**config.mk**
```make
export PLATFORM = sky130hd
export DESIGN_NAME = cpv_ctrl
export DESIGN_NICKNAME = d
export VERILOG_FILES = /design/src/hw/rtl/cpv_pkg.sv /design/src/hw/rtl/cpv_ctrl.sv
export SDC_FILE = /design/constraint.sdc
export NUM_CORES = 1
export LEC_CHECK = 0
export ABC_AREA = 1
export ABC_CLOCK_PERIOD_IN_PS = 1400
export BUFFER_PORTS_ARGS = -buffer_cell sky130_fd_sc_hd__buf_2
export CELL_PAD_IN_SITES_DETAIL_PLACEMENT = 1
export CELL_PAD_IN_SITES_GLOBAL_PLACEMENT = 2
export CORE_AREA = 8 8 62 64
export DETAILED_ROUTE_END_ITERATION = 7
export DIE_AREA = 0 0 70 72
export PLACE_DENSITY = 0.74
export SKIP_LAST_GASP = 1
export SYNTH_ARGS = -nofsm -noshare
export SYNTH_HDL_FRONTEND = slang
export SYNTH_SLANG_ARGS = --single-unit
```
**constraint.sdc**
```tcl
create_clock -name clk -period 1.4 [get_ports clk]
set_input_delay 0.21 -clock clk [delete_from_list [all_inputs] [get_ports clk]]
set_output_delay 0.21 -clock clk [all_outputs]
set_load 0.05 [all_outputs]
```
**src/hw/rtl/cpv_pkg.sv**
```systemverilog
// Shared types, opcodes and constants of the cascaded position/velocity PID unit.
// Used by the controller, the datapath, the divider and the top level.
package cpv_pkg;

  localparam int FRAC_BITS    = 16;
  localparam int GAIN_SHIFT   = 24;
  localparam int SPEED_LEVELS = 10;
  localparam int ONE_Q        = 1 << FRAC_BITS;

  localparam int ALPHA_Q      = (2 * ONE_Q + 5) / 10;
  localparam int OVERSPEED_Q  = 150 * ONE_Q;
  localparam int WINDOW_PAD   = 400;
  localparam int RAMP_STEP_Q  = 2 * ONE_Q;
  localparam int VI_LIMIT_Q   = (45 * ONE_Q + 50) / 100;
  localparam int NEUTRAL_V    = (5 * ONE_Q) / 2;
  localparam int MAX_V        = 5 * ONE_Q;
  localparam int LONG_GAP_MS  = 20;

  localparam int DIV_W = 48;
  localparam logic [DIV_W-1:0] POS_LIM_NUM = DIV_W'(5) << GAIN_SHIFT;
  localparam logic [DIV_W-1:0] VEL_LIM_NUM = DIV_W'(VI_LIMIT_Q) << GAIN_SHIFT;
  localparam logic [61:0] PROD_LIMIT = 62'd1 << 61;

  localparam logic [1:0] TRIP_OK        = 2'd0;
  localparam logic [1:0] TRIP_OVERSPEED = 2'd1;
  localparam logic [1:0] TRIP_LOW       = 2'd2;
  localparam logic [1:0] TRIP_HIGH      = 2'd3;

  typedef enum logic [2:0] {
    REG_POS_KP, REG_POS_KI, REG_VEL_KP, REG_VEL_KI,
    REG_VEL_KD, REG_SPEED_LEVEL, REG_TRAVEL_START, REG_TRAVEL_END
  } cfg_reg_t;

  typedef enum logic [4:0] {
    OP_NONE, OP_LOAD, OP_VDIV_START, OP_RAW, OP_FSET, OP_FUSE, OP_CHECK,
    OP_PLIM_START, OP_PINT, OP_PACC, OP_PDES, OP_RAMP, OP_VERR,
    OP_VLIM_START, OP_VINT, OP_VISET, OP_VIACC, OP_DACC, OP_VOLT, OP_OUT
  } dp_op_t;

  typedef struct packed {
    logic neutral;
    logic dt_long;
    logic tripped;
    logic div_done;
  } dp_stat_t;

  typedef struct packed {
    logic               mode;
    logic signed [31:0] encoder_position;
    logic [30:0]        target_position;
    logic [15:0]        elapsed_ms;
  } in_t;

  typedef struct packed {
    logic [18:0]        drive_voltage;
    logic [1:0]         trip_status;
    logic signed [31:0] filtered_velocity;
  } out_t;

  // Speed limit in counts per ms for a level index (level minus one).
  function automatic logic [6:0] level_speed(input logic [3:0] idx);
    logic [6:0] v;
    case (idx)
      4'd0: v = 7'd1;
      4'd1: v = 7'd2;
      4'd2: v = 7'd4;
      4'd3: v = 7'd8;
      4'd4: v = 7'd14;
      4'd5: v = 7'd22;
      4'd6: v = 7'd32;
      4'd7: v = 7'd44;
      4'd8: v = 7'd55;
      default: v = 7'd65;
    endcase
    return v;
  endfunction

endpackage

```
**src/hw/rtl/cpv_ctrl.sv**
```systemverilog
// Sequencer of the PID unit: walks one control tick through the datapath.
// Depends on cpv_pkg for the operation codes and the status struct.
module cpv_ctrl import cpv_pkg::*; (
  input  logic     clk,
  input  logic     rst,
  input  logic     in_valid,
  output logic     in_ready,
  output logic     out_valid,
  input  logic     out_ready,
  input  dp_stat_t stat,
  output dp_op_t   op
);

  typedef enum logic [4:0] {
    S_IDLE, S_PREP, S_VDIVW, S_FSET, S_FWAIT, S_FUSE, S_CHECK, S_TRIPBR,
    S_PLIMW, S_PWAIT1, S_PACC, S_PWAIT2, S_PDES, S_RAMP, S_VERR, S_VLIM,
    S_VLIMW, S_VISET, S_VIWAIT, S_VIACC, S_DWAIT, S_DACC, S_VOLT, S_OUT
  } state_t;

  state_t state, state_next;
  logic   out_load;

  assign in_ready = (state == S_IDLE);
  assign out_load = (state == S_OUT) && (!out_valid || out_ready);

  always_comb begin
    state_next = state;
    op         = OP_NONE;
    unique case (state)
      S_IDLE: if (in_valid) begin
        op = OP_LOAD;
        state_next = S_PREP;
      end
      S_PREP: begin
        if (stat.neutral) state_next = S_OUT;
        else if (stat.dt_long) state_next = S_CHECK;
        else begin
          op = OP_VDIV_START;
          state_next = S_VDIVW;
        end
      end
      S_VDIVW: if (stat.div_done) begin
        op = OP_RAW;
        state_next = S_FSET;
      end
      S_FSET: begin
        op = OP_FSET;
        state_next = S_FWAIT;
      end
      S_FWAIT: state_next = S_FUSE;
      S_FUSE: begin
        op = OP_FUSE;
        state_next = S_CHECK;
      end
      S_CHECK: begin
        op = OP_CHECK;
        state_next = S_TRIPBR;
      end
      S_TRIPBR: begin
        if (stat.tripped) state_next = S_OUT;
        else begin
          op = OP_PLIM_START;
          state_next = S_PLIMW;
        end
      end
      S_PLIMW: if (stat.div_done) begin
        op = OP_PINT;
        state_next = S_PWAIT1;
      end
      S_PWAIT1: state_next = S_PACC;
      S_PACC: begin
        op = OP_PACC;
        state_next = S_PWAIT2;
      end
      S_PWAIT2: state_next = S_PDES;
      S_PDES: begin
        op = OP_PDES;
        state_next = S_RAMP;
      end
      S_RAMP: begin
        op = OP_RAMP;
        state_next = S_VERR;
      end
      S_VERR: begin
        op = OP_VERR;
        state_next = S_VLIM;
      end
      S_VLIM: begin
        op = OP_VLIM_START;
        state_next = S_VLIMW;
      end
      S_VLIMW: if (stat.div_done) begin
        op = OP_VINT;
        state_next = S_VISET;
      end
      S_VISET: begin
        op = OP_VISET;
        state_next = S_VIWAIT;
      end
      S_VIWAIT: state_next = S_VIACC;
      S_VIACC: begin
        op = OP_VIACC;
        state_next = S_DWAIT;
      end
      S_DWAIT: state_next = S_DACC;
      S_DACC: begin
        op = OP_DACC;
        state_next = S_VOLT;
      end
      S_VOLT: begin
        op = OP_VOLT;
        state_next = S_OUT;
      end
      S_OUT: if (out_load) begin
        op = OP_OUT;
        state_next = S_IDLE;
      end
      default: state_next = S_IDLE;
    endcase
  end

  always_ff @(posedge clk) begin
    if (rst) begin
      state     <= S_IDLE;
      out_valid <= 1'b0;
    end else begin
      state <= state_next;
      if (out_load) out_valid <= 1'b1;
      else if (out_ready) out_valid <= 1'b0;
    end
  end

endmodule

```
After elaboration in Yosys (flattened, before gate mapping)

Cells that the tools add are included.
W data, S select, Z words.

Input bits: 8
Register bits after elaboration: 6
Output and inout port bits: 7

Reduce and logical (&&, ||, !) cells: 6
Mux-type cells: 20
Equality and inequality tests: 28

Operators by type and width:

| cell                 | number |
|---|---|
| $pmux W5 S24         | 1 |
| $pmux W5 S19         | 1 |
| $eq A5 B4 Y1 const B | 8 |
| $eq A5 B5 Y1 const B | 8 |
| $mux W5              | 8 |
| $eq A5 B3 Y1 const B | 4 |
| $eq A5 B2 Y1 const B | 2 |
| $ne A2 B2 Y1 const B | 5 |
| $mux W4              | 2 |
| $mux W2              | 3 |
| $mux W3              | 2 |
| $eq A5 B1 Y1 const B | 1 |
| $logic_not A5 Y1     | 1 |
| $reduce_and A5 Y1    | 1 |
| $mux W1              | 3 |
| $reduce_bool A2 Y1   | 1 |
| $logic_and A1 B1 Y1  | 1 |
| $logic_not A1 Y1     | 1 |
| $logic_or A1 B1 Y1   | 1 |

Depth between registers and ports, before layout

Gate-level depths: netlist (run 1).

Depth in word-level cells: 5
Gate-level depth with buffers: 11
Gate-level depth less buffers: 10

Worst setup path after synthesis (run 1)

No wires, ideal clock.

Path type: register -> output
Start point: reg state[1]
End point: out op[0]
Arrival time: 1.662 ns
Path buffers: 0
Setup slack: -0.472 ns
Cell stages (with the launch flop): 8
Required time: 1.190 ns
Cell sequence: dfxtp_1 -> nor2_1 -> nand3_2 -> inv_1 -> nand2_1 -> nand2_1 -> nor2_1 -> nand4_1

Elaborated cells on any way between the ends: 22
Those cells by class: 18 x eq/ne; 2 x mux; 2 x reduce/logical

RTL lines:

| element                | line            | source |
|---|---|---|
| start, declared        | cpv_ctrl.sv:20  | `state_t state, state_next;` |
| start signal, assigned | cpv_ctrl.sv:127 | `state <= state_next;` |
| $logic_not A5 Y1       | -               |  |
| via in_ready           | cpv_ctrl.sv:7   | `output logic in_ready,` |
| $pmux W5 S19           | cpv_ctrl.sv:29  | `unique case (state)` |
| end, declared          | cpv_ctrl.sv:11  | `output dp_op_t op` |

The timed path passes the listed nets, and every way through them passes these cells.

Final worst setup path (run 1)

Start point: reg state[0]
End point: out op[4]

Longest elaborated chain between the ends: 4
Elaborated cells on any way between the ends: 22
Those cells by class: 18 x eq/ne; 2 x mux; 2 x reduce/logical

RTL lines:

| element             | line                           | source |
|---|---|---|
| $eq A5 B5 Y1        | cpv_ctrl.sv:24, cpv_ctrl.sv:29 |  |
| $logic_and A1 B1 Y1 | cpv_ctrl.sv:24                 | `assign out_load = (state == S_OUT) && (!out_valid \|\| out_ready);` |
| $mux W5             | cpv_ctrl.sv:114                | `S_OUT: if (out_load) begin` |
| $pmux W5 S19 (*)    | cpv_ctrl.sv:29                 |  |

Every way passes the cells marked *; elsewhere a longest branch is shown, timed or not.

==> results.toml, run 1 <==
[setup_path]
cp-start-kind = "register"
cp_max_fo = 6
slowest_stage = "dfxtp_4"
crit_type = "register to output pin"
crit_buf_inv = 3
cp.arrival_ns = 1.57
path_cells = "nand2_2 > buf_4 > inv_1 > nand3_1 > nand2_1 > or2_4 > buf_8"
cp-end-kind = "output pin"
cp_slowest_stage_delay_ns = 0.39
required_ns = 1.19
critPathTopFamily = "simple AND/OR/NAND/NOR gates"

[grt]
grt_pass1_vias = 1261
grt_overflow = 0
grt_usage = 0.143
grt_pass1_wl_um = 5880
antenna_found_initial = 0
grt_start_max_net_pins = 11

[yosys]
synth.net_count = 138
ys_warn_count = 0
yosys.area.top_type_share = 0.193
synth_top_area_cell = "nand2_1"
ys_top_cells_by_area = "nand2_1 (19%), dfxtp_1 (18%), nand3_1 (16%), nor2_1 (14%), inv_1 (9.4%)"
synth-seq-cells = 6
synth_area_per_cell_um2 = 5.24
ys_types = 20
syn_area_um2 = 681
syn_inst = 130
seq_area_frac_synth = 0.176

[finish]
syn2layout_area_growth_pct = 121
nets = 206
final_layout_size_suffix_gt1_frac = 0.645
stdcell_area_mm2 = 0.00151
n_antenna_cell = 0

[drt]
via_count = 1200
drt_pre_antenna_iters = 4
initialDrtViolationCount = 50
via_per_inst = 5.22
drtAntennaViolNets = 0
drc = 0
drt-total-wl_um = 3920
routedWlPerCell_um = 17.0

[clock_network]
clock_latency_ns = 0.25
cts-hold-fix-buffers = 0
cts_made_buffers = 3
clock_path_buffers = 2
root_buffer = "clkbuf_4"
cts_tree = "yes"
cts.sinks = 6
cts.clk_slew.worst_paths_ns = 0.05
cts.htree.levels = 1

[pwr]
ir_worst_vdd_mv = 1.46
power_density_mw_per_mm2 = 2470
p_leak_nw = 0.776

[min_path]
hp-class = "input pin to register"

[sta]
setup_ws_ns = -0.377
worstMarginPinSlew_ns = 0.288
setup_tns_ns = -1.95
skew_ns = 0.00707
report.final.hold_viol_count = 0
fmax_mhz = 563
slew_viol_final = 0
setup-violations-final = 10
finalCritPeriodShare = 1.27
rsz0062_at_grt = "true"
relSlewSlack = 0.807
holdWs_ns = 0.193
min_period_ns = 1.78

[place]
routabilityCongestion = 0.805
io_buffers = 14
hpwl_um = 2660
pre_cts_slack_ns = -0.312
dpl-instance-area_mm2 = 0.00110

[floorplan]
pin_count = 15
coreArea_mm2 = 0.00290
die_height_um = 72
rows = 20
die_x_um = 70
initial_core_util = 0.234
die_area_mm2 = 0.00504

[status]
violations = "negative setup slack"
status = "finished with violations"

[job]
cap_violations = 0
-- synthesized netlist by cell type --
cell       n
nand2_1   35
nor2_1    25
nand3_1   22
inv_1     17
dfxtp_1    6
nand4_1    4
o21ai_0    4
a21oi_1    3
nand2_2    2
nor2_2     2
a31oi_1    1
a41oi_1    1
buf_4      1
buf_6      1
nand3_2    1
nand3b_1   1
nor3_1     1
o211ai_1   1
o22ai_1    1
or2_2      1
-- path summary, 6_finish.rpt --
check            start   endpoint  slack (ns)  depth (start not counted)
max           state[0]      op[4]       -0.38                          7
min                rst  out_valid        0.19                          2
max reg2reg   state[1]   state[1]       -0.06                          8
min reg2reg  out_valid  out_valid        0.66                          3
-- cell families after synthesis --
family | count (synthesis) | synth area share
and+or+nand+nor | 94 | 0.608
buffers and inverters | 19 | 0.121
AOI/OAI and AO/OA | 11 | 0.0938
DFF | 6 | 0.176
-- state kept, by name (all words and copies together), names as in the netlist --
signal,count
out_valid,1
state,5
-- where the power goes --
part | switching, mW | leakage, nW | internal (mW)
Clock | 0.0661 | 0.0150 | 0.108
Combinational | 1.72 | 0.708 | 1.41
Sequential | 0.159 | 0.0534 | 0.263
-- area by class of cell --
class / instances / area (um^2)
Clock buffer: 4 / 26.3
Fill cell: 372 / 1400
Inverter: 17 / 82.6
Multi-Input combinational cell: 105 / 686
Sequential cell: 6 / 143
Tap cell: 33 / 41.3
Timing Repair Buffer: 65 / 528
-- worst reg2reg max path: stages (launching register included) --
cell	delay, ns
dfxtp_4	0.43
nand2_2	0.12
buf_4	0.17
nor3_2	0.25
nor2_1	0.13
nand2_2	0.10
nand2_1	0.06
nand2_1	0.05
nor2_1	0.03
-- layout by cell type, fill, tap and decap left out --
master and n:
a21oi_1 2, a21oi_2 1, a31oi_2 1, a41oi_2 1, buf_2 8, buf_4 45
buf_6 8, buf_8 4, clkbuf_1 1, clkbuf_4 3, clkinvlp_4 1, dfxtp_4 6
inv_1 9, inv_2 4, inv_4 1, inv_6 1, inv_8 1, nand2_1 23
nand2_2 10, nand2_4 4, nand3_1 16, nand3_2 6, nand3_4 1, nand3b_1 1
nand4_1 4, nor2_1 12, nor2_2 6, nor2_4 9, nor3_2 1, o211ai_1 1
o21ai_0 1, o21ai_2 3, o22ai_2 1, or2_4 1
-- metal layers --
layer	up-vias	wire length (um)	global-route usage
met3	11	165	0.0246
met2	37	2080	0.269
met1	592	1540	0.149
met5	-	0	0
li1	560	-	-
met4	0	125	0.0714
-- through the flow --
stage,power [mW],util,cells
after floorplan,1.64,-,130
after global placement,2.43,0.380,213
after detailed placement,2.46,0.380,213
after CTS,3.38,0.478,225
after global routing,3.92,0.519,230
final,3.72,0.519,230
-- repair_timing --
action	4_1_cts	5_1_grt
gates resized for setup	68	21
setup buffers	10	5
hold endpoints to repair	0	0
setup endpoints to repair	11	11
pin swaps	11	19
Note: power is estimated with default switching activity, not from simulation.
==> run 2: changes to the inputs <==
==> constraint.sdc (replaced) <==
create_clock -name clk -period 1.4 [get_ports clk]
set_input_delay 0.21 -clock clk [delete_from_list [all_inputs] [get_ports clk]]
set_output_delay 0.21 -clock clk [all_outputs]
set_load 0.02 [all_outputs]
==> run 2 against run 1 <==
  * The flow still finishes with violations (negative setup slack)
  * Clock skew grew 0.0060 ns
  * Combinational power shrank 15%
  * Sequential cell count is the same
  * Routed wire length shrank 8.6%
  * Final cell count shrank 4.8%
  * Core utilization shrank 5.0 points
  * Die area is the same
  * Non-clock buffer count shrank 10
  * Global-route usage shrank 0.85 points
  * Clock power shrank 5%
  * Worst setup slack gained 0.045 ns
==> results.toml, run 2 (synthesis results as in run 1) <==
[setup_path]
crit_top_cell = "buf_4"
r2r-start = "state[3]"
path_depth = 8
required_ns = 1.19
cp_max_fo = 4
critPathTopFamily = "buffers and inverters"
cp-start-kind = "register"
path_cells = "inv_1 > buf_4 > nand2_4 > inv_2 > nand3b_1 > buf_4 > nand4_1 > buf_4"
ff2ff_setup_slack_ns = -0.25
rr_endpoint = "state[1]"
cp.arrival_ns = 1.52
crit_buf_inv = 5
crit_path_start = "state[3]"
crit_type = "register to output pin"
reg2reg_depth = 13
slowest_stage = "dfxtp_2"
cp_slowest_stage_delay_ns = 0.32
cp-end-kind = "output pin"
critPathCapture = "op[0]"

[finish]
largestRegisters = "state (5), out_valid (1)"
final_layout_size_suffix_gt1_frac = 0.559
final_common_cell = "buf_4"
final_cell_mix = "buf_4 (33), nand2_1 (27), nor2_1 (15), nand3_1 (15), inv_1 (13)"
n_antenna_cell = 0
largest_reg_flops = 5
utilization = 0.469
nets = 196
top_register = "state"
instances_no_fill = 219
syn2layout_area_growth_pct = 100
stdcell_area_mm2 = 0.00136

[pwr]
p_int_mw = 1.66
swShare = 0.482
power_density_mw_per_mm2 = 2360
p_leak_nw = 0.721
ir_worst_vdd_mv = 1.61
pwr-share-comb = 0.825
pwr-share-seq = 0.124
pwr-share-clk = 0.051
power_mw = 3.21
p_sw_mw = 1.55

[drt]
drtAntennaViolNets = 0
drt_pre_antenna_iters = 4
via_count = 1085
drc = 0
via_per_inst = 4.95
initialDrtViolationCount = 50
drt-total-wl_um = 3580
routedWlPerCell_um = 16.4

[sta]
rsz0062_at_grt = "true"
setup-violations-final = 11
skew_ns = 0.0130
report.final.hold_viol_count = 0
setup_ws_ns = -0.332
min_period_ns = 1.73
slew_viol_final = 0
finalCritPeriodShare = 1.24
relSlewSlack = 0.787
worstMarginPinSlew_ns = 0.318
setup_tns_ns = -2.40
fmax_mhz = 577

[floorplan]
die_height_um = 72
coreArea_mm2 = 0.00290
rows = 20
die_x_um = 70
die_area_mm2 = 0.00504
pin_count = 15
initial_core_util = 0.234

[place]
hpwl_um = 2570
routabilityCongestion = 0.840
io_buffers = 14
dpl-instance-area_mm2 = 0.00101
placed_cells = 206

[clock_network]
cts_made_buffers = 3
cts.clk_slew.worst_paths_ns = 0.05
cts_tree = "yes"
clock_latency_ns = 0.25
cts.sinks = 6
cts-hold-fix-buffers = 0
clock_path_buffers = 2
cts.htree.levels = 1
root_buffer = "clkbuf_4"

[min_path]
hp-class = "input pin to register"
hold_depth = 2

[status]
status = "finished with violations"
violations = "negative setup slack"

[grt]
grt_pass1_wl_um = 5630
grt_overflow = 0
antenna_found_initial = 0
grt_start_max_net_pins = 9
grt_usage = 0.135
grt_pass1_vias = 1202

[job]
cap_violations = 0
## run 2: final cells by class
class	count	area, um^2
inverter	17	68.8
fill	393	1540
multi-input combinational	105	644
clock buffer	3	22.5
sequential	6	136
timing repair buffer	55	448
tap	33	41.3
## run 2: power groups by stage
stage / sequential (mW) / combinational [mW] / clock, mW
2_1_floorplan: 0.292 / 0.971 / 0
3_3_place_gp: 0.308 / 1.70 / 0
3_5_place_dp: 0.313 / 1.74 / 0
4_1_cts: 0.351 / 2.15 / 0.169
5_1_grt: 0.406 / 2.85 / 0.178
6_report: 0.397 / 2.65 / 0.165
## run 2: worst min-delay path by stage
stage                           end  from
final                      state[0]   rst
after global routing       state[0]   rst
after CTS                  state[0]   rst
after detailed placement   state[0]   rst
after global placement    out_valid   rst
after floorplan           out_valid   rst
## run 2: repair_timing
item / in CTS / in global routing
setup buffers: 6 / 5
pin swaps: 11 / 15
hold endpoints to repair: 0 / 0
gates resized for setup: 38 / 36
setup endpoints to repair: 11 / 11
## run 2: worst reg2reg max path, delay by kind of cell, from the launching register on
family                 cells  cell delay [ns]
buffers and inverters      5             0.61
DFF                        1             0.32
and+or+nand+nor            8             0.62
## run 2: metal layers
metal,part of all wire,track usage,wire (um),up-vias
li1,-,-,-,537
met1,0.43,0.156,1530,515
met2,0.54,0.246,1920,28
met4,0.010,0.0491,36,0
met3,0.024,0.0164,86,5
met5,0,0,0,-
## run 2: through the flow
step                      setup WS (ns)  hold slack, ns
after detailed placement         -0.272           0.457
after global placement           -0.201           0.450
after CTS                        -0.330           0.179
after floorplan                  0.0166           0.279
final                            -0.332           0.179
after global routing             -0.418           0.181
